<file path="src/design/gasa_pkg.sv">
// ----------------------------------------------------------------------------
// gasa_pkg: shared types and constants for the glyph atlas shelf allocator
// Atlas geometry, table layout, status codes and controller/datapath links.
// ----------------------------------------------------------------------------
`default_nettype none

package gasa_pkg;

   localparam int ATLAS_SIZE = 512;
   localparam int CODE_COUNT = 4096;
   localparam int MAX_PAGES  = 256;

   localparam int CODE_W  = $clog2(CODE_COUNT);
   localparam int CX_W    = $clog2(ATLAS_SIZE) + 1;   // cursor may sit at ATLAS_SIZE
   localparam int CY_W    = $clog2(ATLAS_SIZE);
   localparam int SUM_W   = $clog2(ATLAS_SIZE) + 3;   // headroom for cursor + width + pad
   localparam int PAGES_W = $clog2(MAX_PAGES + 1);

   typedef enum logic [2:0] {
      STAT_HIT      = 3'd0,
      STAT_PLACED   = 3'd1,
      STAT_NEW_PAGE = 3'd2,
      STAT_TOO_WIDE = 3'd3,
      STAT_FULL     = 3'd4
   } status_type;

   typedef enum logic [1:0] {
      CSR_CELL_HEIGHT  = 2'd0,
      CSR_CELL_PADDING = 2'd1,
      CSR_ADV_SPACING  = 2'd2
   } csr_index_type;

   typedef enum logic [1:0] {
      ST_CLEAR,
      ST_IDLE,
      ST_LOOKUP
   } state_type;

   typedef struct packed {
      logic       valid;
      logic [7:0] page;
      logic [8:0] x;
      logic [8:0] y;
      logic [8:0] w;
   } entry_type;

   typedef struct packed {
      logic [9:0]        cell_height;
      logic [7:0]        cell_padding;
      logic signed [7:0] advance_spacing;
   } cfg_type;

   typedef struct packed {
      logic clear;    // wipe one table entry
      logic lookup;   // capture request, read table
      logic commit;   // decide, write entry, issue result
   } cmd_type;

   typedef struct packed {
      logic clear_last;
   } stat_type;

endpackage

`default_nettype wire

</file>
<file path="src/design/gasa_ctrl.sv">
// ----------------------------------------------------------------------------
// gasa_ctrl: sequencer for the glyph atlas shelf allocator
// Runs the table clearing pass after reset, then lookup/commit per request.
// ----------------------------------------------------------------------------
`default_nettype none

module gasa_ctrl
   import gasa_pkg::*;
(
   input  wire logic     clock,
   input  wire logic     reset,
   input  wire logic     start,
   input  wire stat_type stat,
   output logic          busy,
   output cmd_type       cmd
);

   state_type state_ff;
   state_type state_in;

   always_ff @(posedge clock) begin
      if (reset) begin
         state_ff <= ST_CLEAR;
      end else begin
         state_ff <= state_in;
      end
   end

   always_comb begin
      state_in = state_ff;
      case (state_ff)
         ST_CLEAR: begin
            if (stat.clear_last) state_in = ST_IDLE;
         end
         ST_IDLE: begin
            if (start) state_in = ST_LOOKUP;
         end
         ST_LOOKUP: begin
            state_in = ST_IDLE;
         end
         default: begin
            state_in = ST_CLEAR;
         end
      endcase
   end

   always_comb begin
      busy       = 1'b1;
      cmd.clear  = 1'b0;
      cmd.lookup = 1'b0;
      cmd.commit = 1'b0;
      case (state_ff)
         ST_CLEAR: begin
            cmd.clear = 1'b1;
         end
         ST_IDLE: begin
            busy       = 1'b0;
            cmd.lookup = start;
         end
         ST_LOOKUP: begin
            cmd.commit = 1'b1;
         end
         default: begin
            busy = 1'b1;
         end
      endcase
   end

endmodule

`default_nettype wire

</file>
<file path="config.mk">
export PLATFORM = sky130hd
export DESIGN_NAME = gasa_ctrl
export DESIGN_NICKNAME = d
export VERILOG_FILES = /design/src/design/gasa_pkg.sv /design/src/design/gasa_ctrl.sv
export SDC_FILE = /design/constraint.sdc
export NUM_CORES = 1
export LEC_CHECK = 0
export BUFFER_PORTS_ARGS = -buffer_cell sky130_fd_sc_hd__buf_2
export CORE_AREA = 3 3 40 42
export DETAILED_ROUTE_END_ITERATION = 8
export DIE_AREA = 0 0 43 45
export PLACE_DENSITY = 0.3
export REMOVE_ABC_BUFFERS = 1
export SLEW_MARGIN = 20
export SYNTH_ARGS = -nofsm -noshare
export SYNTH_HDL_FRONTEND = slang
export SYNTH_SLANG_ARGS = --single-unit
export TNS_END_PERCENT = 100
</file>
<file path="constraint.sdc">
create_clock -name clock -period 1.4 [get_ports clock]
set_input_delay 0.28 -clock clock [delete_from_list [all_inputs] [get_ports clock]]
set_output_delay 0.28 -clock clock [all_outputs]
set_load 0.02 [all_outputs]
</file>
**After elaboration in Yosys (flattened, before gate mapping)**

Cells that the tools add are included.

- Register bits: 2
- Input bits: 4
- Output and inout port bits: 4
- Word-level logic and storage cells: 14

- Eq/ne operators: 4
- Multiplexer cells: 7
- Reductions and logical operators: 2

Operators by type and width:

| kind | count |
|---|---|
| $pmux W2 S3 | 1 |
| $mux W1 | 4 |
| $mux W2 | 2 |
| $ne A2 B2 Y1 const B | 2 |
| $eq A2 B1 Y1 const B | 1 |
| $eq A2 B2 Y1 const B | 1 |
| $logic_not A2 Y1 | 1 |
| $reduce_and A2 Y1 | 1 |

**Longest topological paths before layout**

- Depth in word-level cells: 3
- Gate-level depth with buffers: 2
- Mapped depth without buffers: 2

**Least setup slack after synthesis**

OpenSTA, ideal clock, no wires.

- Path kind: register to output
- Start point: register state_ff[1]
- End point: output port cmd[0] (netlist name)
- Arrival: 687 ps
- Required time: 1,120 ps
- Setup slack: 433 ps
- Stages on the path, launching flop included: 2
- Path buffers: 0
- Path through: dfxtp_1 nor2b_1

RTL lines:

| what | RTL line | text |
|---|---|---|
| start: declaration | gasa_ctrl.sv:18 | `state_type state_ff;` |
| start signal: assignment | gasa_ctrl.sv:25 | `state_ff <= state_in;` |
| end: declaration | gasa_ctrl.sv:15 | `output cmd_type cmd` |

==> results.sh <==
export IMPL_yosys_register_bits=2
export IMPL_core_rowCount=13
export IMPL_grt_first_pass_wirelength_um=469
export IMPL_synthSimpleGateAreaFrac=0.464
export IMPL_cells_taking_the_most_area_after_synthesis="sky130_fd_sc_hd__dfxtp_1 (38%), sky130_fd_sc_hd__o32ai_2 (15%), sky130_fd_sc_hd__nor2b_4 (13%), sky130_fd_sc_hd__and3b_1 (8.3%), sky130_fd_sc_hd__nor2_1 (7.1%)"
export IMPL_vdd_ir_drop_worst_uv=281
export IMPL_synth_cells=10
export IMPL_synth_seq_area_share=0.381
export IMPL_cts_repair_resize_count=0
export IMPL_synth_lib_cells_used_distinct=8
export IMPL_grt_max_degree=6
export IMPL_period_share=0.878
export IMPL_core_area_mm2=0.00128
export IMPL_clock_fmax_mhz=814
export IMPL_finalSetupTns_ns=0
export IMPL_start_util=0.0818
export IMPL_synth_edf_count=0
export IMPL_n_antenna_cell=0
export IMPL_pin_count=8
export IMPL_cpMaxStageDelayCell="sky130_fd_sc_hd__dfxtp_1"
export IMPL_routed_wirelength_um=264
export IMPL_critPathKind="flop to output port"
export IMPL_global_route_usage_total=0.0424
export IMPL_setup_worst_path_end_class="output port"
export IMPL_placed_cells_incl_taps=32
export IMPL_critical_path_max_stage_delay_ns=0.37
export IMPL_synth_top_cell_area_share=0.381
export IMPL_grt_overflow=0
export IMPL_worst_ep_arrival_time_ns=0.95
export IMPL_hold_worst_slack_ns=0.275
export IMPL_port_buffers=7
export IMPL_die_area_mm2=0.00194
export IMPL_post_synth_mux_area_share=0
export IMPL_clkSlewWorstSetupHoldPaths_ns=0.03
export IMPL_numClockSinks=2
export IMPL_largestRegisters="state_ff (2)"
export IMPL_syn_area_per_cell_um2=10.5
export IMPL_layout_drive_gt1_share=0.600
export IMPL_period_minus_slack_ns=1.23
export IMPL_post_cts_setup_buffers=0
export IMPL_synth_compound_gate_area_share=0.155
export IMPL_setup_violations_final=0
export IMPL_layout_area_overhead_vs_synth_pct=72.6
export IMPL_critPathLaunchType="flop"
export IMPL_cp_required_ns=1.12
export IMPL_hold_class="input pin to flop"
export IMPL_status="finished, final reports clean"
export IMPL_gp_routability_congestion=0.634
export IMPL_post_drt_via_cell_ratio=2.91
export IMPL_synthDominantAreaCellType="sky130_fd_sc_hd__dfxtp_1"
export IMPL_cap_viol_max_count=0
export IMPL_die_height_um=45
export IMPL_slew_viol_final=0
export IMPL_tritoncts="yes"
export IMPL_largest_register_ff_count=2
export IMPL_largest_register="state_ff"
export IMPL_synth_top_cells_by_count="sky130_fd_sc_hd__dfxtp_1 (2), sky130_fd_sc_hd__nor2_1 (2)"
export IMPL_nNetsFinal=26
export IMPL_critical_path_peak_fanout=5
export IMPL_floorplan_die_width_um=43
export IMPL_final_hold_viol_count=0
export IMPL_finalClockSkew_ns=0.00369
export IMPL_cts_htree_levels=1
export IMPL_maxSlewHeadroom=0.883
export IMPL_grt_setup_unrepaired="no"
export IMPL_first_pass_iteration_count_of_the_detailed_router=1
export IMPL_crit_chain="and3b_1 -> buf_2"
export IMPL_yosys_warnings=0
export IMPL_postSynth_topFlopCell="sky130_fd_sc_hd__dfxtp_1"
export IMPL_power_leakage_nw=0.0832
export IMPL_post_route_drc_count=0
export IMPL_ctsHoldBuffers=0
export IMPL_antenna_found_initial=0
export IMPL_tightestPinTransition_ns=0.176
export IMPL_post_synthesis_adder_cell_area_fraction=0
export IMPL_num_vias=102
export IMPL_dr_first_iter_drc_count=0
export IMPL_via_count_of_the_first_global_routing_pass=102
export IMPL_post_detailed_route_wirelength_per_cell_um=7.54
export IMPL_clockBufferDepth=2
export IMPL_async_flop_share=0
export IMPL_cts_root_buffer_cell="sky130_fd_sc_hd__clkbuf_4"
export IMPL_finish_cell_count_without_fillers=35
export IMPL_largest_family_of_logic_cells_by_synthesized_area="simple AND/OR/NAND/NOR gates"
export IMPL_post_synth_instance_area_um2=105
export IMPL_clk_latency_ns=0.22
export IMPL_numCtsBuffers=3
export IMPL_antenna_left=0
export IMPL_synth_xor_xnor_area_share=0
export IMPL_cellPowerDensity_mw_per_mm2=1280
-- final timing paths --
path                                   from           to  slack [ns]  cells after the start
worst max register to register  state_ff[1]  state_ff[1]        0.61                      2
worst min register to register  state_ff[0]  state_ff[0]        0.57                      2
worst max-delay path            state_ff[0]       cmd[1]        0.17                      2
worst min-delay path                  reset  state_ff[1]        0.28                      2
-- through the flow --
| step | util | worst slack, ns | power (mW) | instance area (um2) |
|---|---|---|---|---|
| 4_1_cts | 0.141 | 0.153 | 0.243 | 181 |
| 5_1_grt | 0.141 | 0.0895 | 0.259 | 181 |
| 3_5_place_dp | 0.124 | 0.388 | 0.109 | 159 |
| 3_3_place_gp | 0.124 | 0.393 | 0.110 | 159 |
| 2_1_floorplan | - | 0.433 | 0.0922 | 105 |
| 6_report | 0.141 | 0.171 | 0.233 | 181 |
-- critical path, delay by kind of cell (launching register included) --
| family | cells | cell delay (ns) |
|---|---|---|
| buffers and inverters | 1 | 0.16 |
| flip-flops | 1 | 0.37 |
| AND/OR/NAND/NOR | 1 | 0.19 |
-- routing by layer --
| layer | GRT usage | part of all wire | vias up |
|---|---|---|---|
| met5 | 0 | 0 | - |
| met4 | 0.0542 | 0 | 0 |
| met3 | 0.0677 | 0.18 | 0 |
| met2 | 0.0269 | 0.30 | 8 |
| met1 | 0.0384 | 0.52 | 39 |
| li1 | - | - | 55 |
-- power by group --
| part | internal, mW | switching, mW |
|---|---|---|
| Combinational | 0.0183 | 0.0243 |
| Clock | 0.0944 | 0.0306 |
| Sequential | 0.0615 | 0.00406 |
-- layout by cell type, fill, tap and decap left out --
cell type,instances
sky130_fd_sc_hd__and3b_1,1
sky130_fd_sc_hd__dfxtp_1,2
sky130_fd_sc_hd__clkbuf_4,3
sky130_fd_sc_hd__nor2b_1,1
sky130_fd_sc_hd__or2_1,1
sky130_fd_sc_hd__buf_2,7
sky130_fd_sc_hd__nor2_1,2
sky130_fd_sc_hd__nand2b_1,1
sky130_fd_sc_hd__o32ai_2,1
sky130_fd_sc_hd__nor2b_4,1
-- final cells by class --
class,instances,area (um2)
fill,147,1100
tap,15,18.8
clock buffer,3,22.5
sequential,2,40.0
multi-input combinational,8,65.1
timing repair buffer,7,35.0
-- cells by family (layout without fill, tap and decap cells) --
family / after synthesis / in the layout
flops: 2 / 2
compound gates: 1 / 1
simple gates: 7 / 7
buf+inv: 0 / 10
Note: power is estimated with default switching activity, not from simulation.
